===== config.mk =====
export PLATFORM = sky130hd
export DESIGN_NAME = msort_front
export DESIGN_NICKNAME = d
export VERILOG_FILES = /design/src/hw/rtl/merge_sort_top_defines.svh /design/src/hw/rtl/msort_pkg.sv /design/src/hw/rtl/msort_front.sv
export SDC_FILE = /design/constraint.sdc
export NUM_CORES = 1
export LEC_CHECK = 0
export BUFFER_PORTS_ARGS = -buffer_cell sky130_fd_sc_hd__buf_2
export CORE_MARGIN = 1.5
export CORE_UTILIZATION = 35
export CTS_CLUSTER_DIAMETER = 30
export DETAILED_ROUTE_END_ITERATION = 8
export PLACE_DENSITY = 0.78
export SLEW_MARGIN = 10
export SYNTH_ARGS = -nofsm -noshare
export SYNTH_HDL_FRONTEND = slang
export SYNTH_SLANG_ARGS = --single-unit

===== constraint.sdc =====
create_clock -name clk -period 2 [get_ports clk]
set_input_delay 0.6 -clock clk [delete_from_list [all_inputs] [get_ports clk]]
set_output_delay 0.6 -clock clk [all_outputs]
set_load 0.1 [all_outputs]

===== src/hw/rtl/merge_sort_top_defines.svh =====
// ----------------------------------------------------------------------------
// merge_sort_top_defines.svh
// Assertion macros used by the merge sort back end (msort_back).
// ----------------------------------------------------------------------------
`ifndef MERGE_SORT_TOP_DEFINES_SVH
`define MERGE_SORT_TOP_DEFINES_SVH

// Same-cycle implication, sampled on clk, off while rst_n is low
`define MSORT_CHECK(label, ante, cons, msg) \
    label: assert property (@(posedge clk) disable iff (!rst_n) (ante) |-> (cons)) \
        else $error(msg);

// Next-cycle implication, sampled on clk, off while rst_n is low
`define MSORT_CHECK_NEXT(label, ante, cons, msg) \
    label: assert property (@(posedge clk) disable iff (!rst_n) (ante) |=> (cons)) \
        else $error(msg);

`endif


===== src/hw/rtl/msort_pkg.sv =====
// ----------------------------------------------------------------------------
// msort_pkg
// Types and fixed constants shared by the merge sort front, queue and back.
// ----------------------------------------------------------------------------
package msort_pkg;

    // Command queue between front and back
    localparam int QUEUE_DEPTH = 4;
    localparam int QAW         = $clog2(QUEUE_DEPTH);

    // Classification of one accepted beat
    typedef struct packed {
        logic store;    // element goes into the store
        logic close;    // beat closes the batch
        logic dropped;  // batch has dropped an element (valid with close)
    } cmd_ctrl_t;

    localparam int CTRL_W = $bits(cmd_ctrl_t);

    // Back-end sequencer
    typedef enum logic [2:0] {
        ST_LOAD,
        ST_PASS,
        ST_MERGE,
        ST_OUT_RD,
        ST_OUT_WR
    } sort_state_t;

endpackage


===== src/hw/rtl/msort_front.sv =====
// ----------------------------------------------------------------------------
// msort_front
// Accepts input beats, decides store or drop against capacity and tracks the
// batch overflow flag; pushes one classified command per beat.
// ----------------------------------------------------------------------------
module msort_front
    import msort_pkg::*;
#(
    parameter int CAPACITY   = 64,
    parameter int DATA_WIDTH = 32
)
(
    input  logic                         clk,
    input  logic                         rst_n,
    input  logic                         in_valid,
    output logic                         in_stall,
    input  logic signed [DATA_WIDTH-1:0] value,
    input  logic                         is_last,
    input  logic                         q_full,
    output logic                         q_push,
    output cmd_ctrl_t                    q_ctrl,
    output logic [DATA_WIDTH-1:0]        q_value
);

    localparam int CW = $clog2(CAPACITY + 1);

    logic [CW-1:0] cnt_reg, cnt_next;
    logic          drop_reg, drop_next;
    logic          accept;
    logic          has_room;

    assign in_stall = q_full;
    assign accept   = in_valid && !q_full;
    assign has_room = (cnt_reg < CW'(CAPACITY));

    // classify the beat
    always_comb
    begin
        q_push          = accept;
        q_ctrl.store    = has_room;
        q_ctrl.close    = is_last;
        q_ctrl.dropped  = drop_reg || !has_room;
        q_value         = value;
        cnt_next        = cnt_reg;
        drop_next       = drop_reg;
        if (accept)
        begin
            if (is_last)
            begin
                cnt_next  = '0;
                drop_next = 1'b0;
            end
            else
            begin
                cnt_next  = cnt_reg + CW'(has_room);
                drop_next = drop_reg || !has_room;
            end
        end
    end

    always_ff @(posedge clk or negedge rst_n)
    begin
        if (!rst_n)
        begin
            cnt_reg  <= '0;
            drop_reg <= 1'b0;
        end
        else
        begin
            cnt_reg  <= cnt_next;
            drop_reg <= drop_next;
        end
    end

endmodule


==> results of run 1 <==
## worst max-delay path by stage
| stage | endpoint | cells after the start | start | slack [ns] |
|---|---|---|---|---|
| after detailed placement | q_push | 4 | q_full | 0.14 |
| final | q_ctrl[0] | 2 | cnt_reg[6]$_DFFE_PN0P_ | 0.13 |
| after global placement | q_push | 4 | q_full | 0.15 |
| after CTS | q_ctrl[0] | 2 | cnt_reg[6]$_DFFE_PN0P_ | 0.12 |
| after floorplan | q_push | 3 | q_full | 0.03 |
| after global routing | q_ctrl[0] | 2 | cnt_reg[6]$_DFFE_PN0P_ | 0.09 |
## cell families after synthesis
family,synth area share [%]
and+or+nand+nor,21.4
DFF,26.9
adders and majority gates,5.05
AOI/OAI and AO/OA,8.42
buffers and inverters,38.2
## through the flow
stage | util (%) | std cells
after detailed placement | 30.6 | 87
after global placement | 30.6 | 87
after global routing | 31.7 | 90
final | 31.7 | 90
after CTS | 31.7 | 90
after floorplan | - | 87
## critical path, delay by kind of cell, from the launching register on
kind / cells / cell delay (ns)
DFF: 1 / 0.40
buffers and inverters: 1 / 0.30
and+or+nand+nor: 1 / 0.32
## area by class of cell
cell class	count	area share, %
clock buffers	3	3.59
flip-flops and latches	8	31.9
well taps	27	5.38
repair buffers	10	15.5
inverters	3	2.39
multi-input cells	39	41.2
## power breakdown
group	switching (mW)	leakage [nW]	internal [mW]
Combinational	0.123	0.164	0.0582
Sequential	0.0285	0.0942	0.189
Clock	0.0556	0.0138	0.0687
## placed cells by master (no fill, tap or decap), types with 2 or more instances in the layout
| cell | n |
|---|---|
| clkbuf_4 | 3 |
| dfrtp_1 | 8 |
| nand2b_1 | 2 |
| nand2_1 | 7 |
| ha_1 | 3 |
| buf_2 | 6 |
| nor2b_1 | 3 |
| inv_1 | 2 |
| buf_12 | 3 |
| o21ai_0 | 4 |
| nor4_1 | 2 |
| nor2_1 | 3 |
| nand3_1 | 2 |
## routing by layer
metal	share of wire, %	vias to the layer above	global-route usage, %
li1	-	206	-
met1	40	200	10.0
met2	47	22	16.0
met3	12	4	5.83
met4	1.2	0	5.24
met5	0	-	0
==> key figures, run 1 <==
Status
  • Status: finished, final reports clean

Timing
  • Worst-Margin Slew: between 0.4 and 0.5 ns
  • # setup viols final: 0
  • Final Max Slew Viols: 0
  • Setup TNS Final: 0 ns
  • FMAX: roughly 540 MHz
  • Fin worst setup slack: between 0.1 and 0.15 ns
  • Worst-case hold slack: roughly 0.18 ns
  • Unrepaired setup endpoints after global routing: false
  • Worst slew margin: 67.8%
  • Tmin final: roughly 1.9 ns
  • Skew final: ~0.0036 ns
  • Part of the cycle the worst path needs: between 90% and 100%
  • Final hold viol count: 0

Route
  • Via count: ~430
  • Post-route ant nets: 0
  • WL final: 1130 microns
  • Per-cell routed wire length: 12.6 microns
  • Drt via density: roughly 4.8
  • DR iter-0 viols: 5
  • Drt pass-1 iters: 4
  • # DRC: 0

Critical path
  • Reg2reg end: cnt_reg[6]$_DFFE_PN0P_
  • Worst endpoint required time: between 1 and 1.5 ns
  • Cell Chain, Critical Path: or2_2, buf_2
  • Crit. End Element: output pin
  • Critical path's largest stage delay: approximately 0.4 ns
  • CP Class: reg -> out
  • R2r setup slk: 0.25 ns
  • Startpoint types: flop
  • Worst path arrival time: approximately 1.3 ns
  • Worst r2r src: cnt_reg[6]$_DFFE_PN0P_
  • Worst-path fanout max: 4
  • Worst reg2reg path depth: 6
  • CP max-delay cell: dfrtp_1

Finish
  • Register area: between 200 and 250 sq um
  • Area grow syn2layout: -15.5%
  • Multi-input gate area: ~260 sq um
  • # diodes: 0
  • Fill cells: ~210
  • Cell area after layout: 628 sq um
  • Max reg flops: 7
  • Layout cell share with drive strength beyond 1: a little under a third
  • Nets: 105

Floorplan
  • Width of the die: approximately 50 microns
  • Die ar.: approximately 2400 sq um
  • Starting Density: a little under two fifths
  • Row Count: 16
  • Core Region: roughly 2000 sq um
  • Die H: between 40 and 50 microns
  • IO Count: 74

Placement
  • IO Port Bufs: 9
  • GPL Wtd Cong: about 0.67
  • Dpl cell area: about 610 sq um
  • Pre-CTS WS: 0.143 ns

Logic synthesis
  • Number of synthesized flops with an enable pin: 0
  • Synthesized cell area: around 740 sq um
  • Mean post-synth cell area: approximately 8.5 sq um
  • Synth area leader: buf_4
  • Yosys reg bits: 8
  • Top cells by count, synth: 35 x buf_4, 8 x dfrtp_1, 7 x nand2_1
  • Post-synth ARST share: 100%
  • Unique cell type count in the Yosys netlist: 25
  • Most instantiated library cell after synthesis: buf_4
  • Post-synth top area share: approximately 35%
  • Main area contributors after synthesis: buf_4 35%, dfrtp_1 27%, ha_1 5.1%, nand2_1 3.5%, o21ai_0 2.7%
  • Register area share after synthesis: 26.9%
  • Most used DFF post-synth: dfrtp_1
  • Cells after synthesis: 87
  • Syn_nets: roughly 130
  • Synthesis Warnings: 0

Global route
  • Largest net degree at the start of global routing: 14
  • Vias in the first global route: roughly 440
  • Antenna violations before repair: 0
  • GRT Total Usage: 9.92%
  • Congestion Overflow GR: 0
  • First-pass GRT wire length: 1880 microns

Job
  • Max Cap Viol: 0

Power
  • Leak pwr: about 0.27 nW
  • Max VDD drop: 408 uV
  • Pwr Density: 832 nW/um^2
  • Pwr Total: about 520 uW

Clock tree
  • Worst-Skew Late Latency: around 0.25 ns
  • Clk sinks: 8
  • CTS max path bufs: 2
  • TritonCTS buffer count: 3
  • PostCTS Resize Cnt: 0
  • Depth of the CTS H-tree: 1
  • Clock root buffer: clkbuf_4
  • Cts-stage hold buffer count: 0
  • Clock-pin slew on the worst setup and hold paths: ~0.06 ns
  • TritonCTS clock tree: yes
  • Post-CTS Setup Bufs: 0

Hold path
  • Class of the worst hold path: in -> async
Note: power is estimated with default switching activity, not from simulation.
==> inputs of run 2 (changes only) <==
==> constraint.sdc (replaced) <==
create_clock -name clk -period 2.1 [get_ports clk]
set_input_delay 0.63 -clock clk [delete_from_list [all_inputs] [get_ports clk]]
set_output_delay 0.63 -clock clk [all_outputs]
set_load 0.1 [all_outputs]
==> run 2 against run 1 <==
Effect of this change:
- register-to-register slack gained 0.11 ns
- cell count grew 1.1%
- sequential cell count is the same
- setup slack gained 0.062 ns
- largest cell class unchanged
==> key figures, run 2 (synthesized netlist as in run 1, its figures left out) <==
Global route
  • GRT Total Usage: 9.89% (-0.032 points)
  • Congestion Overflow GR: 0 (unchanged)
  • Vias in the first global route: 369 (-16%)
  • Antenna violations before repair: 0 (unchanged)
  • Largest net degree at the start of global routing: 14 (unchanged)
  • First-pass GRT wire length: 1740 microns (-7.7%)

Route
  • Per-cell routed wire length: 12.3 microns (-2.1%)
  • DR iter-0 viols: 3 (-2)
  • Via count: 420 (-2.8%)
  • Post-route ant nets: 0 (unchanged)
  • # DRC: 0 (unchanged)
  • Drt pass-1 iters: 4 (unchanged)
  • WL final: 1120 microns (-0.97%)
  • Drt via density: 4.62 (-3.8%)

Floorplan
  • Core Region: 1980 sq um (unchanged)
  • Die H: 49.1 microns (unchanged)
  • Starting Density: 37.5% (unchanged)
  • Row Count: 16 (unchanged)
  • Width of the die: 49.1 microns (unchanged)
  • Die ar.: 2410 sq um (unchanged)
  • IO Count: 74 (unchanged)

Clock tree
  • TritonCTS clock tree: yes
  • Clock-pin slew on the worst setup and hold paths: 0.06 ns (about the same)
  • Clock root buffer: clkbuf_4
  • CTS max path bufs: 2 (unchanged)
  • Worst-Skew Late Latency: 0.26 ns (about the same)
  • PostCTS Resize Cnt: 0 (unchanged)
  • TritonCTS buffer count: 3 (unchanged)
  • Cts-stage hold buffer count: 0 (unchanged)
  • Post-CTS Setup Bufs: 0 (unchanged)
  • Clk sinks: 8 (unchanged)
  • Depth of the CTS H-tree: 1 (unchanged)

Power
  • Pwr Density: 791 nW/um^2 (-5.0%)
  • Max VDD drop: 390 uV (-4.5%)
  • Leak pwr: 0.277 nW (+1.6%)

Critical path
  • Worst endpoint required time: 1.47 ns (+0.07 ns)
  • Worst-path fanout max: 4 (unchanged)
  • Crit. End Element: output pin
  • Startpoint types: flop
  • CP max-delay cell: dfrtp_1
  • R2r setup slk: 0.36 ns (+0.11 ns)
  • Critical path's largest stage delay: 0.41 ns (about the same)
  • Worst path arrival time: 1.28 ns (about the same)
  • CP Class: reg -> out
  • Cell Chain, Critical Path: or2_2, buf_2

Finish
  • Layout cell share with drive strength beyond 1: 31.3% (+1.1 points)
  • Max reg flops: 7 (unchanged)
  • Nets: 106 (+0.95%)
  • Cell area after layout: 636 sq um (+1.2%)
  • Commonest non-fill, non-tap cells in the layout: 8 x dfrtp_1, 7 x nand2_1, 6 x buf_2
  • # diodes: 0 (unchanged)
  • Area grow syn2layout: -14.5%
  • Commonest non-fill, non-tap cell in the layout: dfrtp_1

Timing
  • Unrepaired setup endpoints after global routing: false
  • Final Max Slew Viols: 0 (unchanged)
  • Setup TNS Final: 0 ns (unchanged)
  • # setup viols final: 0 (unchanged)
  • FMAX: 524 MHz
  • Part of the cycle the worst path needs: 90.8%
  • Skew final: 0.00678 ns (+0.00316 ns)
  • Tmin final: roughly 1.9 ns
  • Worst slew margin: 68.0% (+0.23 points)
  • Final hold viol count: 0 (unchanged)
  • Worst-Margin Slew: 0.483 ns (-0.00350 ns)

Placement
  • Dpl hpwl: about 840 microns
  • IO Port Bufs: 9 (unchanged)
  • Dpl cell area: 613 sq um (+1.2%)
  • GPL Wtd Cong: 0.749 (+12%)

Hold path
  • Class of the worst hold path: in -> async

Status
  • Status: finished, final reports clean

Job
  • Max Cap Viol: 0 (unchanged)
## run 2: changes by cell type in the layout (fill, tap and decap cells not counted)
cell	previous run	this run
buf_4	1	2
## run 2: final cells by class
type                       count  area, sq um
inverter                       3         15.0
timing repair buffer          11          105
tap                           27         33.8
fill                         204         1350
multi-input combinational     39          259
sequential                     8          200
clock buffer                   3         22.5
## run 2: through the flow
step                util, %  hold WS (ns)  total power [mW]  setup slack (ns)  std cells
finish                 32.1         0.205             0.503             0.193         91
global route           32.1         0.208             0.537             0.144         91
CTS                    32.1         0.196             0.514             0.179         91
detailed placement     30.9         0.487             0.382             0.166         88
global placement       30.9         0.485             0.377             0.213         88
floorplan                 -         0.334             0.631            0.0731         87
## run 2: where the power goes
group | internal (mW) | leakage, nW | total, mW | switching (mW)
Combinational | 0.0566 | 0.169 | 0.172 | 0.115
Clock | 0.0658 | 0.0138 | 0.123 | 0.0575
Sequential | 0.180 | 0.0942 | 0.207 | 0.0275
## run 2: routing by layer
layer / vias to the layer above / global-route usage, % / share of wire (%)
met2: 22 / 12.6 / 39
li1: 209 / - / -
met4: 0 / 6.19 / 0.54
met3: 2 / 7.36 / 13
met5: - / 0 / 0
met1: 187 / 11.4 / 47
## run 2: worst max-delay path: cells and delay by family, from the launching register on
| kind | cells | cell delay (ns) |
|---|---|---|
| buffers and inverters | 1 | 0.30 |
| AND/OR/NAND/NOR | 1 | 0.32 |
| flip-flops | 1 | 0.41 |
## run 2: final timing paths
kind | from | endpoint | cells after the start
setup / recovery | cnt_reg[6]$_DFFE_PN0P_ | q_ctrl[0] | 2
hold / removal | rst_n | cnt_reg[4]$_DFFE_PN0P_ | 1
setup reg to reg | cnt_reg[6]$_DFFE_PN0P_ | cnt_reg[6]$_DFFE_PN0P_ | 6
hold reg to reg | cnt_reg[1]$_DFFE_PN0P_ | cnt_reg[1]$_DFFE_PN0P_ | 2
max in group asynchronous | rst_n | cnt_reg[2]$_DFFE_PN0P_ | 1
min in group clk | cnt_reg[1]$_DFFE_PN0P_ | cnt_reg[1]$_DFFE_PN0P_ | 2
