==> src/hw/rtl/merge_sort_top_defines.svh <==
// ----------------------------------------------------------------------------
// merge_sort_top_defines.svh
// Assertion macros used by the merge sort back end (msort_back).
// ----------------------------------------------------------------------------
`ifndef MERGE_SORT_TOP_DEFINES_SVH
`define MERGE_SORT_TOP_DEFINES_SVH

// Same-cycle implication, sampled on clk, off while rst_n is low
`define MSORT_CHECK(label, ante, cons, msg) \
    label: assert property (@(posedge clk) disable iff (!rst_n) (ante) |-> (cons)) \
        else $error(msg);

// Next-cycle implication, sampled on clk, off while rst_n is low
`define MSORT_CHECK_NEXT(label, ante, cons, msg) \
    label: assert property (@(posedge clk) disable iff (!rst_n) (ante) |=> (cons)) \
        else $error(msg);

`endif

==> src/hw/rtl/msort_pkg.sv <==
// ----------------------------------------------------------------------------
// msort_pkg
// Types and fixed constants shared by the merge sort front, queue and back.
// ----------------------------------------------------------------------------
package msort_pkg;

    // Command queue between front and back
    localparam int QUEUE_DEPTH = 4;
    localparam int QAW         = $clog2(QUEUE_DEPTH);

    // Classification of one accepted beat
    typedef struct packed {
        logic store;    // element goes into the store
        logic close;    // beat closes the batch
        logic dropped;  // batch has dropped an element (valid with close)
    } cmd_ctrl_t;

    localparam int CTRL_W = $bits(cmd_ctrl_t);

    // Back-end sequencer
    typedef enum logic [2:0] {
        ST_LOAD,
        ST_PASS,
        ST_MERGE,
        ST_OUT_RD,
        ST_OUT_WR
    } sort_state_t;

endpackage

==> src/hw/rtl/msort_fifo.sv <==
// ----------------------------------------------------------------------------
// msort_fifo
// Short command queue that decouples the front from the sort back end.
// ----------------------------------------------------------------------------
module msort_fifo
    import msort_pkg::*;
#(
    parameter int WIDTH = 35
)
(
    input  logic             clk,
    input  logic             rst_n,
    input  logic             push,
    input  logic [WIDTH-1:0] push_data,
    output logic             full,
    input  logic             pop,
    output logic [WIDTH-1:0] pop_data,
    output logic             empty
);

    logic [WIDTH-1:0] entry_reg [0:QUEUE_DEPTH-1];
    logic [QAW-1:0]   wr_ptr_reg, wr_ptr_next;
    logic [QAW-1:0]   rd_ptr_reg, rd_ptr_next;
    logic [QAW:0]     count_reg, count_next;

    assign full     = (count_reg == (QAW+1)'(QUEUE_DEPTH));
    assign empty    = (count_reg == '0);
    assign pop_data = entry_reg[rd_ptr_reg];

    // pointer and fill count update
    always_comb
    begin
        wr_ptr_next = wr_ptr_reg + QAW'(push);
        rd_ptr_next = rd_ptr_reg + QAW'(pop);
        count_next  = count_reg + (QAW+1)'(push) - (QAW+1)'(pop);
    end

    always_ff @(posedge clk or negedge rst_n)
    begin
        if (!rst_n)
        begin
            wr_ptr_reg <= '0;
            rd_ptr_reg <= '0;
            count_reg  <= '0;
        end
        else
        begin
            wr_ptr_reg <= wr_ptr_next;
            rd_ptr_reg <= rd_ptr_next;
            count_reg  <= count_next;
        end
    end

    // entry storage
    always_ff @(posedge clk)
    begin
        if (push)
        begin
            entry_reg[wr_ptr_reg] <= push_data;
        end
    end

endmodule

==> config.mk <==
export PLATFORM = sky130hd
export DESIGN_NAME = msort_fifo
export DESIGN_NICKNAME = d
export VERILOG_FILES = /design/src/hw/rtl/merge_sort_top_defines.svh /design/src/hw/rtl/msort_pkg.sv /design/src/hw/rtl/msort_fifo.sv
export SDC_FILE = /design/constraint.sdc
export NUM_CORES = 1
export LEC_CHECK = 0
export BUFFER_PORTS_ARGS = -buffer_cell sky130_fd_sc_hd__buf_2
export CAP_MARGIN = 20
export CORE_UTILIZATION = 45
export DETAILED_ROUTE_END_ITERATION = 8
export GPL_TIMING_DRIVEN = 1
export PLACE_DENSITY = 0.64
export SYNTH_ARGS = -nofsm -noshare
export SYNTH_HDL_FRONTEND = slang
export SYNTH_SLANG_ARGS = --single-unit
==> constraint.sdc <==
create_clock -name clk -period 6.25 [get_ports clk]
set_input_delay 0.9375 -clock clk [delete_from_list [all_inputs] [get_ports clk]]
set_output_delay 0.9375 -clock clk [all_outputs]
set_load 0.02 [all_outputs]
==> results of run 1 <==
Yosys cell counts:
library cell               instances  area share (%)
sky130_fd_sc_hd__ha_1              4            0.92
sky130_fd_sc_hd__dfrtp_1           7             3.2
sky130_fd_sc_hd__nor3b_1           2            0.28
sky130_fd_sc_hd__mux4_1            5             2.4
sky130_fd_sc_hd__mux4_2           30              12
sky130_fd_sc_hd__and3_1            1            0.11
sky130_fd_sc_hd__nor3_1            1           0.092
sky130_fd_sc_hd__xor2_1            2            0.32
sky130_fd_sc_hd__xnor3_1           1            0.41
sky130_fd_sc_hd__buf_2             4            0.37
sky130_fd_sc_hd__buf_12            3             1.1
sky130_fd_sc_hd__edfxtp_1        140              77
sky130_fd_sc_hd__fa_1              1            0.37
sky130_fd_sc_hd__inv_1             4            0.28
sky130_fd_sc_hd__and3b_1           2            0.32
sky130_fd_sc_hd__buf_6             1            0.21
final timing paths:
check,depth (start not counted),to,from
max in group asynchronous,1,rd_ptr_reg[1],rst_n
min in group clk,1,wr_ptr_reg[1],wr_ptr_reg[1]
worst max-delay path,3,pop_data[32],rd_ptr_reg[0]
worst max register to register,1,entry_reg[1][16],wr_ptr_reg[1]
worst min register to register,1,wr_ptr_reg[1],wr_ptr_reg[1]
worst min-delay path,1,count_reg[0],rst_n
power by group:
part,switching [mW],internal (mW)
Clock,0.369,0.704
Combinational,0.495,0.389
Sequential,0.116,1.30
Total,0.980,2.39
worst max-delay path, cell delays in order (launching register included):
cell and delay, ns:
sky130_fd_sc_hd__dfrtp_2 0.54, sky130_fd_sc_hd__buf_4 0.54, sky130_fd_sc_hd__mux4_1 0.64, sky130_fd_sc_hd__buf_2 0.18
kinds of logic (layout without fill, tap and decap cells):
logic type	count (synthesis)	count (layout)	share of synthesized area, %
flip-flops	147	147	80.4
multiplexers	35	35	14.8
XOR/XNOR	3	3	0.735
buffers and inverters	12	114	1.95
adder cells (fa/ha/maj)	5	5	1.29
AND/OR/NAND/NOR	6	6	0.804
routing by layer:
metal / wire length (microns) / up-vias / GRT usage, % / share of wire, %
li1: - / 1070 / - / -
met1: 3950 / 1200 / 20.2 / 44
met2: 4420 / 63 / 25.2 / 49
met3: 467 / 14 / 5.51 / 5.2
met4: 163 / 0 / 7.20 / 1.8
met5: 0 / - / 0 / 0
layout make-up:
type / instances / area, sq um
Clock buffer: 17 / 425
Tap cell: 143 / 179
Clock inverter: 15 / 210
Timing Repair Buffer: 78 / 398
Sequential cell: 147 / 4380
Multi-Input combinational cell: 49 / 970
Inverter: 4 / 15.0
Fill cell: 872 / 5030
through the flow:
step	utilization [%]	instance area, sq um	total power [mW]	std cells
2_1_floorplan	-	5450	2.09	208
3_3_place_gp	51.2	5940	2.33	421
3_5_place_dp	51.2	5940	2.35	421
4_1_cts	56.6	6580	3.43	453
5_1_grt	56.6	6580	3.54	453
6_report	56.6	6580	3.37	453
==> results.txt, run 1 <==
The synthesized area per cell came out at 26.2 sq um. The number of max-cap violations came out at 0. For the worst setup path, the data required time is 5.31 ns. From synthesis to final layout, the design area changed by 20.8%. The synthesized net count is 252.

The endpoint kind of the worst setup timing path is an output port. The number of buffers added by the clock tree synthesis step is 17. The maximum buffer depth of the clock tree came out at 2. The final count of negative-setup-slack endpoints is 0. The number of failing hold endpoints at the final stage came out at 0.

The kind of start point of the critical path is a register. The flow ran to the end, but the final reports show violations. In this run the post-CTS setup repair buffer count came out at 0. The number of antenna violations at the first check in global routing is 0. Static timing analysis puts the maximum clock frequency at 306 MHz. The slew at the pin with the worst max-slew slack is 0.973 ns. The row count is 39. The number of synthesized register bits came out at 147.

The Yosys step of the flow raised 0 warnings. The top cell types in the final layout, fill and taps aside, are sky130_fd_sc_hd__edfxtp_1, sky130_fd_sc_hd__buf_2, sky130_fd_sc_hd__mux4_2. The clock period minus final worst setup slack is 3.27 ns. The count of mapped cells out of synthesis came out at 208. The setup slack of the most critical reg-to-reg path came out at 4.52 ns. The number of DRC violations after detailed-routing iteration 0 is 103. The maximum number of pins on one net before global-route repair came out at 37. The worst IR drop on VDD came out at 0.210 mV. The H-tree depth reported by CTS came out at 4. The worst hold margin came out at 0.355 ns. Of the available clock period, the critical path in the final layout requires 52.3%. After detailed routing, the average wire length per cell comes to 19.9 microns.

The number of unique standard cell types used by synthesis is 16. The register with the most flip-flops in the layout has 140 of them. The later pin in the worst-skew pair is clocked with a latency of 0.41 ns.

The netlist area before placement is 5450 sq um. The worst-case clock skew came out at 0.00419 ns. The final worst slack is 2.98 ns. Routability-driven placement finished with a final weighted congestion of 0.640. The number of hold buffers added after CTS was 0. Cells with a size suffix above 1 make up 47.1% of the layout. The standby leakage power came out at 2.35 nW. The post-cts sizing count is 0.

The detailed-route vias per instance came out at 5.18. For this run the aggregate overflow at the end of global routing stands at 0. The global routing usage summed across all routing layers came out at 15.9%. The wire length of the first global-routing pass is 14.2 mm.

In this run the worst hold path is classified as input port to async pin. The number of max-slew violations in the final report came out at 0. The starting density of the core came out at 46.9%.

The final routed DRC violation total is 7. The floorplan core area is 11,600 sq um. Dividing total power by cell area gives a power density of 513 nW/um^2.

The pre-antenna-repair detailed-routing pass consisted of 6 iterations. The largest fanout of any net on the critical path is 28. The die outline area is 12,500 sq um. The total wirelength of the detailed-routed design is 9.00 mm.

The number of vias in the routed layout is 2,347. The number of nets in the layout came out at 341. The die outline height is 112 microns. The floorplan die width came out at 112 microns.

The headroom to the max-slew limit is 35.1%. The clock tree from TritonCTS is done. The number of port buffers came out at 75. The number of sinks handled by clock tree synthesis came out at 147. Setup repair after global routing left no endpoint under its margin.

76 I/O pins were placed. The clock-pin slew on the worst setup and hold paths is 0.06 ns. The number of antenna-violating nets in the routed design came out at 0. The post-detailed-placement half-perimeter wirelength came out at 5.21 mm. The worst setup path is of the register to output port kind. Sequential cells were found to cover 80.4% of the synthesized design area. The checks that failed: DRC. The tree is rooted in a sky130_fd_sc_hd__clkbuf_16.

The via count of the first global-routing pass was 2,614. The worst slack at placement came out at 3.33 ns. The setup TNS is 0 ns. Leaving out fill and tap cells, the most frequent cell in the layout is sky130_fd_sc_hd__edfxtp_1.

Data on the critical path arrives at its endpoint at 2.33 ns. The number of diodes came out at 0.
(Power assumes the default switching activity.)
==> run 2: changes to the inputs <==
==> constraint.sdc (replaced) <==
create_clock -name clk -period 3.22 [get_ports clk]
set_input_delay 0.483 -clock clk [delete_from_list [all_inputs] [get_ports clk]]
set_output_delay 0.483 -clock clk [all_outputs]
set_load 0.02 [all_outputs]
==> run 2 against run 1 <==
  * The run still ends with DRC left
  * Clock skew is 0.0022 ns lower
  * Die area stayed put
  * Non-clock buffer count is 8 higher
==> results.txt, run 2 (synthesis gave the netlist of run 1 again) <==
Status: finished, violations left (unchanged). Failing checks: DRC (unchanged). The fraction of layout cells with a size suffix above 1 came out at 45.0% (was 47.1%). The kind of start point of the critical path is a register (unchanged).

The clock tree from TritonCTS is done (unchanged). The number of max-slew violations in the final report came to 0 (unchanged). The maximum number of pins on one net before global-route repair is 28 (was 37). The final count of negative-setup-slack endpoints is 0 (unchanged).

The number of buffers added for setup after CTS came out at 0 (unchanged). The CTS root buffer is sky130_fd_sc_hd__clkbuf_16 (unchanged). The setup TNS is 0 ns (unchanged). The maximum buffer depth of the clock tree is 2 (unchanged). The final weighted congestion in routability-driven placement is 0.656 (was 0.640).

The delay of the slowest cell on the worst path is 0.65 ns (was 0.64 ns). The insertion delay of the later-clocked pin in the worst-skew pair came out at 0.41 ns (about the same). The endpoint kind of the worst setup timing path is an output port (unchanged). The detailed-route vias per instance is 5.23 (was 5.18). The number of top-level design ports is 76 (unchanged). The number of buffers added by the clock tree synthesis step is 17 (unchanged). The number of antenna violations at the first check in global routing is 1 (was 0). The wire length of the first global-routing pass is 14.2 mm (about the same). The floorplan core area came to 11,600 sq um (unchanged). Cell breakdown of the critical path: buf_12 > mux4_1 > buf_2 (was buf_4 > mux4_1 > buf_2). The first-pass detailed-route iteration total came to 6 (unchanged).

For the finished layout, the period the worst path requires is 2.58 ns. The number of nets in the layout came out at 349 (was 341). The total wirelength of the detailed-routed design came to 9.02 mm (was 9.00 mm).

The worst hold margin is 0.286 ns (was 0.355 ns). The highest-delay cell along the critical path is sky130_fd_sc_hd__dfrtp_2 (was sky130_fd_sc_hd__mux4_1). The worst IR drop on VDD was 0.451 mV (was 0.210 mV). The floorplan die width is 112 microns (unchanged). The number of DRC violations after detailed-routing iteration 0 came out at 120 (was 103).

The die outline height came out at 112 microns (unchanged). The final routed DRC violation total is 10 (was 7). The final routed wire length divided by cell count came out at 19.5 microns (was 19.9 microns). The worst-case clock skew is 0.00196 ns (was 0.00419 ns).

The post-cts sizing count is 0 (unchanged). The via count of the first global-routing pass came out at 2,591 (was 2,614). The required time at the worst-slack endpoint came out at 2.74 ns (was 5.31 ns). The row count was 39 (unchanged).

The leading cell type in the layout, fill and taps excluded is sky130_fd_sc_hd__edfxtp_1 (unchanged). The headroom to the max-slew limit was 54.7% (was 35.1%). RSZ-0062 raised after global routing: no (unchanged). Derived from the worst setup path, the maximum achievable clock frequency is 388 MHz. The total congestion overflow came out at 0 (unchanged). The number of inserted filler cells in the final layout is 899 (was 872). The number of vias in the routed layout came out at 2,414 (was 2,347). The share of the clock period used by the worst path is 80.0%. The class of the most critical setup path is register to output port (unchanged). The starting density of the core came to 46.9% (unchanged). The arrival time reported for the critical path endpoint came to 2.09 ns (was 2.33 ns). The number of max-cap violations came to 0 (unchanged).

The number of sinks handled by clock tree synthesis is 147 (unchanged). The kind of path behind the tightest hold check is input port to register (was input port to async pin). The cell area power density is 954 nW/um^2 (was 513 nW/um^2). The global routing usage summed across all routing layers came out at 16.1% (was 15.9%).

The number of antenna-violating nets in the routed design is 0 (unchanged). The number of buffers inserted by hold repair at cts is 1 (was 0). The clock-pin slew on the worst setup and hold paths was 0.05 ns (was 0.06 ns). The largest fanout of any net on the critical path is 24 (was 28). The growth of design area from synthesis to finish came out at 20.1% (was 20.8%).

The slew at the pin with the worst max-slew slack was 0.680 ns (was 0.973 ns). The H-tree depth reported by CTS is 4 (unchanged). Most frequent cells in the layout: sky130_fd_sc_hd__edfxtp_1, sky130_fd_sc_hd__buf_2, sky130_fd_sc_hd__mux4_2 (unchanged). The post-detailed-placement half-perimeter wirelength is 5.63 mm (was 5.21 mm). The standby leakage power came out at 2.33 nW (was 2.35 nW). The number of flip-flops under the largest register name came out at 140 (unchanged). The die outline area came to 12,500 sq um (unchanged). The setup slack of the most critical reg-to-reg path came out at 1.52 ns (was 4.52 ns). The number of port buffers came out at 75 (unchanged). The number of failing hold endpoints at the final stage is 0 (unchanged).
run 2: cell count changes in the layout (fill, tap and decap cells not counted), moves of 2 or more:
cell and delta:
sky130_fd_sc_hd__inv_6 -2, sky130_fd_sc_hd__clkbuf_1 +7, sky130_fd_sc_hd__bufinv_16 -4, sky130_fd_sc_hd__clkinv_2 -3, sky130_fd_sc_hd__buf_4 +6, sky130_fd_sc_hd__clkinv_1 +3
run 2: worst max-delay path, delay by kind of cell (launching register included):
family                 cells  cell delay, ns
multiplexers               1            0.56
flip-flops                 1            0.65
buffers and inverters      2            0.46
run 2: worst paths after layout:
| kind | end | start | depth (start not counted) |
|---|---|---|---|
| setup / recovery | pop_data[0] | rd_ptr_reg[0] | 3 |
| hold / removal | entry_reg[3][34] | push_data[34] | 1 |
| setup reg to reg | entry_reg[3][5] | wr_ptr_reg[0] | 2 |
| hold reg to reg | wr_ptr_reg[1] | wr_ptr_reg[1] | 1 |
| max in group asynchronous | rd_ptr_reg[1] | rst_n | 2 |
| min in group asynchronous | count_reg[2] | rst_n | 2 |
run 2: where the power goes:
| group | leakage [nW] | internal (mW) | total, mW | switching, mW |
|---|---|---|---|---|
| Combinational | 0.711 | 0.804 | 1.82 | 1.02 |
| Sequential | 1.37 | 2.52 | 2.70 | 0.183 |
| Clock | 0.252 | 1.05 | 1.72 | 0.669 |
| Total | 2.33 | 4.37 | 6.24 | 1.87 |
run 2: cell type report:
type	count	area, sq um	area share (%)
Sequential cell	147	4380	67.0
Multi-Input combinational cell	49	976	14.9
Timing Repair Buffer	86	473	7.23
Clock buffer	24	452	6.91
Tap cell	143	179	2.74
Clock inverter	8	61.3	0.937
Inverter	4	15.0	0.230
Antenna cell	1	2.50	0.0383
run 2: per-layer routing:
layer  global-route usage, %  vias up  share of wire (%)
met1                    20.2     1242                 44
met5                       0        -                  0
met3                    6.10       15                6.0
li1                        -     1087                  -
met4                    8.00        0                2.0
met2                    24.9       70                 48
run 2: metrics by stage:
stage | power (mW) | util [%] | std cells | cell area (sq um) | setup WS, ns
CTS | 6.34 | 56.3 | 461 | 6540 | 0.553
global placement | 4.58 | 51.8 | 428 | 6010 | 1.01
floorplan | 4.06 | - | 208 | 5450 | 0.914
finish | 6.24 | 56.3 | 462 | 6540 | 0.644
global route | 6.53 | 56.3 | 461 | 6540 | 0.480
detailed placement | 4.62 | 51.8 | 428 | 6010 | 1.01
==> run 3: changes to the inputs <==
--- a/config.mk
+++ b/config.mk
@@ -5,12 +5,13 @@
 export SDC_FILE = /design/constraint.sdc
 export NUM_CORES = 1
 export LEC_CHECK = 0
+export ABC_AREA = 1
 export BUFFER_PORTS_ARGS = -buffer_cell sky130_fd_sc_hd__buf_2
 export CAP_MARGIN = 20
 export CORE_UTILIZATION = 45
 export DETAILED_ROUTE_END_ITERATION = 8
 export GPL_TIMING_DRIVEN = 1
-export PLACE_DENSITY = 0.64
+export PLACE_DENSITY = 0.63
 export SYNTH_ARGS = -nofsm -noshare
 export SYNTH_HDL_FRONTEND = slang
 export SYNTH_SLANG_ARGS = --single-unit
==> constraint.sdc (replaced) <==
create_clock -name clk -period 2.4 [get_ports clk]
set_input_delay 0.36 -clock clk [delete_from_list [all_inputs] [get_ports clk]]
set_output_delay 0.36 -clock clk [all_outputs]
set_load 0.02 [all_outputs]
==> run 3 against run 2 <==
  * The run now ends clean
  * Via count is 62% higher
  * Sequential share of layout area decreased by 8.0 points
  * Setup slack got worse by 0.39 ns
  * Sequential power grew 33%
  * Total power up 54%
  * Wire length grew 33%
  * Non-clock buffer count increased by 1
  * Global-route usage up 2.5 points
  * Flip-flop and latch count stayed put
  * Die area rose by 14%
  * Clock-buffer cell count fell by 5
==> results.txt, run 3 <==
The sequential-to-total area share from yosys stat is 70.2% (was 80.4%). The number of buffers added by the clock tree synthesis step came to 17 (unchanged). The warning count from the yosys run is 0 (unchanged).

The number of sinks handled by clock tree synthesis came out at 147 (unchanged). The cell-internal power came out at 6.12 mW (was 4.37 mW). The largest fanout of any net on the critical path is 35 (was 24). The required time at the worst-slack endpoint came out at 2.04 ns (was 2.74 ns). The number of buffers added for setup after CTS came out at 0 (unchanged). The number of DRC violations after detailed-routing iteration 0 is 228 (was 120). Status: complete, no violations (was finished, violations left). Most frequent cells in the layout: sky130_fd_sc_hd__nand2_1, sky130_fd_sc_hd__inv_1, sky130_fd_sc_hd__edfxtp_1 (was sky130_fd_sc_hd__edfxtp_1, sky130_fd_sc_hd__buf_2, sky130_fd_sc_hd__mux4_2). The growth of design area from synthesis to finish came to 19.1% (was 20.1%). The number of synthesized register bits came to 147 (unchanged). The portion of synthesized cell area occupied by the leading cell type was 67.4% (was 77.2%). The total wirelength of the detailed-routed design came out at 12.0 mm (was 9.02 mm). The worst slack at placement is 0.640 ns (was 1.01 ns).

The cell area power density came out at 1290 nW/um^2 (was 954 nW/um^2). The netlist area before placement came out at 6240 sq um (was 5450 sq um). The leading cell type in the layout, fill and taps excluded is sky130_fd_sc_hd__nand2_1 (was sky130_fd_sc_hd__edfxtp_1). The global routing usage on met3 was 5.66% (was 6.10%). The power spent charging and discharging nets is 3.49 mW (was 1.87 mW). The H-tree depth reported by CTS is 4 (unchanged). Most area-consuming cells after synthesis: sky130_fd_sc_hd__edfxtp_1, sky130_fd_sc_hd__nand2_1, sky130_fd_sc_hd__inv_1 (was sky130_fd_sc_hd__edfxtp_1, sky130_fd_sc_hd__mux4_2, sky130_fd_sc_hd__dfrtp_1). The slew at the pin with the worst max-slew slack came to 0.466 ns (was 0.680 ns).

The worst reg2reg path depth is 9 (was 2). The floorplan core area was 13,400 sq um (was 11,600 sq um). The floorplan die width came out at 120 microns (was 112 microns).

The arrival time reported for the critical path endpoint came out at 1.79 ns (was 2.09 ns). The final worst slack came out at 0.251 ns (was 0.644 ns). The clock tree from TritonCTS is done (unchanged).

The worst hold margin is 0.155 ns (was 0.286 ns). The standby leakage power was 3.50 nW (was 2.33 nW). The part of the total power dissipated in combinational logic came to 35.1% (was 29.2%). The proportion of synthesized flip-flops having asynchronous set or reset came to 4.76% (unchanged).

The via count of the first global-routing pass came to 4,071 (was 2,591). The primary flip-flop cell chosen by synthesis mapping is sky130_fd_sc_hd__edfxtp_1 (unchanged). The total congestion overflow was 0 (unchanged). The detailed-route vias per instance is 4.55 (was 5.23). The final routed DRC violation total came to 0 (was 10). The endpoint kind of the worst setup timing path was an output port (unchanged). RSZ-0062 raised after global routing: no (unchanged). The row count is 42 (was 39). The most area-hungry cell type in the Yosys netlist is sky130_fd_sc_hd__edfxtp_1 (unchanged). The maximum buffer depth of the clock tree came out at 2 (unchanged). The cell with the most instances after synthesis is sky130_fd_sc_hd__nand2_1 (was sky130_fd_sc_hd__edfxtp_1). The fraction of layout cells with a size suffix above 1 came out at 17.8% (was 45.0%).

The number of unique standard cell types used by synthesis came out at 12 (was 16). The met2 capacity usage during global routing is 32.7% (was 24.9%). The number of antenna-violating nets in the routed design came out at 0 (unchanged). The worst-case clock skew is 0.00613 ns (was 0.00196 ns).

The die outline height came to 120 microns (was 112 microns). The clock period minus final worst setup slack came out at 2.15 ns. The final cell count without fillers is 856 (was 462). The final routed wire length divided by cell count is 14.0 microns (was 19.5 microns). The maximum clock rate is 465 MHz.

The post-detailed-placement half-perimeter wirelength is 7.12 mm (was 5.63 mm). The CTS root buffer is sky130_fd_sc_hd__clkbuf_16 (unchanged). The number of stages on the worst hold path is 1 (unchanged). The count of flip-flops with a built-in enable after synthesis is 140 (unchanged).

The switching portion of total power came to 36.3% (was 29.9%). The headroom to the max-slew limit came out at 69.0% (was 54.7%). The number of top-level design ports came to 76 (unchanged). The part of the power in the clock network is 27.6% (was 27.5%). The met1 track demand over resource in global routing is 21.3% (was 20.2%). The global routing usage summed across all routing layers is 18.6% (was 16.1%).

Ranking of synthesized cells by instance count: sky130_fd_sc_hd__nand2_1, sky130_fd_sc_hd__inv_1, sky130_fd_sc_hd__edfxtp_1 (was sky130_fd_sc_hd__edfxtp_1, sky130_fd_sc_hd__mux4_2, sky130_fd_sc_hd__dfrtp_1). The number of failing hold endpoints at the final stage is 0 (unchanged). The final weighted congestion in routability-driven placement came out at 0.715 (was 0.656). The class of the most critical setup path is register to output port (unchanged).

The number of antenna violations at the first check in global routing is 0 (was 1). The share of the clock period used by the worst path is 89.5%. The fraction of power consumed by sequential logic came out at 37.2% (was 43.3%). The wire length of the first global-routing pass came to 19.8 mm (was 14.2 mm). The number of max-cap violations came to 0 (unchanged). The post-cts sizing count is 0 (unchanged). The layer with the highest usage is met2 (unchanged).

The first-pass detailed-route iteration total came to 5 (was 6). The kind of path behind the tightest hold check was input port to register (unchanged). The die outline area is 14,300 sq um (was 12,500 sq um). The number of max-slew violations in the final report is 0 (unchanged). The number of vias in the routed layout came out at 3,899 (was 2,414). The synthesized area per cell came out at 10.7 sq um (was 26.2 sq um). The worst IR drop on VDD came out at 0.751 mV (was 0.451 mV).

The number of placed instances, taps included came out at 824 (was 428). The number of diodes is 0 (was 1). The insertion delay of the later-clocked pin in the worst-skew pair is 0.42 ns (was 0.41 ns). The total power draw came to 9.61 mW (was 6.24 mW).

The synthesized net count was 628 (was 252). The maximum number of pins on one net before global-route repair came out at 72 (was 28). The number of nets in the layout is 712 (was 349).

The final count of negative-setup-slack endpoints was 0 (unchanged). The count of mapped cells out of synthesis was 584 (was 208). The kind of start point of the critical path is a register (unchanged). The starting density of the core came out at 46.6% (was 46.9%). The number of port buffers came out at 75 (unchanged). The number of flip-flops under the largest register name came out at 140 (unchanged). The clock-pin slew on the worst setup and hold paths is 0.06 ns (was 0.05 ns).
[run 3: cell count changes after synthesis, sizes merged, moves of 5 or more]
cell,before,now
inv,4,151
nand3,0,71
buf,8,22
nand2,0,180
nor3,1,6
mux4,35,0
[run 3: layer usage]
metal	share of wire [%]	routed length [microns]
met2	53	6330
met5	0	0
met1	41	4920
met3	4.7	568
met4	1.4	164
[run 3: cell type report]
class	instances	area, sq um
clock buffers	19	433
clock inverters	12	164
fillers	1152	5970
inverters	151	572
multi-input cells	264	1170
flip-flops and latches	147	4380
well taps	176	220
repair buffers	87	493
[run 3: power groups by stage]
stage               combinational (mW)  clock (mW)  sequential, mW
CTS                               3.46        2.71            3.58
floorplan                         2.42           0            3.57
detailed placement                3.44           0            3.63
global placement                  3.40           0            3.61
global route                      3.76        2.80            3.63
finish                            3.38        2.66            3.58
[run 3: path summary, 6_finish.rpt]
path	slack, ns	end	from
worst max-delay path	0.25	pop_data[27]	rd_ptr_reg[1]
worst min-delay path	0.16	entry_reg[0][32]	push_data[32]
worst max register to register	0.73	count_reg[2]	count_reg[0]
worst min register to register	0.56	count_reg[2]	count_reg[1]
max in group asynchronous	1.92	rd_ptr_reg[0]	rst_n
min in group asynchronous	0.31	wr_ptr_reg[1]	rst_n
[run 3: worst max-delay path, cell delays in order, from the launching register on]
cell and delay (ns):
sky130_fd_sc_hd__dfrtp_2 0.53, sky130_fd_sc_hd__inv_4 0.40, sky130_fd_sc_hd__nand3_1 0.15, sky130_fd_sc_hd__nand2_1 0.10, sky130_fd_sc_hd__buf_2 0.16
[run 3: cell families (layout without fill, tap and decap cells)]
group         count (synthesis)  after routing  synth area share [%]
xor+xnor                      2              2                 0.281
simple gates                257            257                  17.0
flops                       147            147                  70.2
buf+inv                     173            269                  11.4
fa+ha+maj                     5              5                  1.12
[run 3: per-stage QoR]
| stage | setup TNS (ns) | area [sq um] | utilization [%] |
|---|---|---|---|
| floorplan | -131.22 | 6240 | - |
| global placement | 0 | 6830 | 50.9 |
| global route | 0 | 7430 | 55.5 |
| detailed placement | 0 | 6830 | 50.9 |
| finish | 0 | 7430 | 55.5 |
| CTS | 0 | 7430 | 55.5 |
[run 3: what timing repair did]
| action | 4_1_cts | 5_1_grt |
|---|---|---|
| setup endpoints to repair | 0 | 0 |
| hold buffers | 1 | 0 |
| hold endpoints to repair | 7 | 0 |
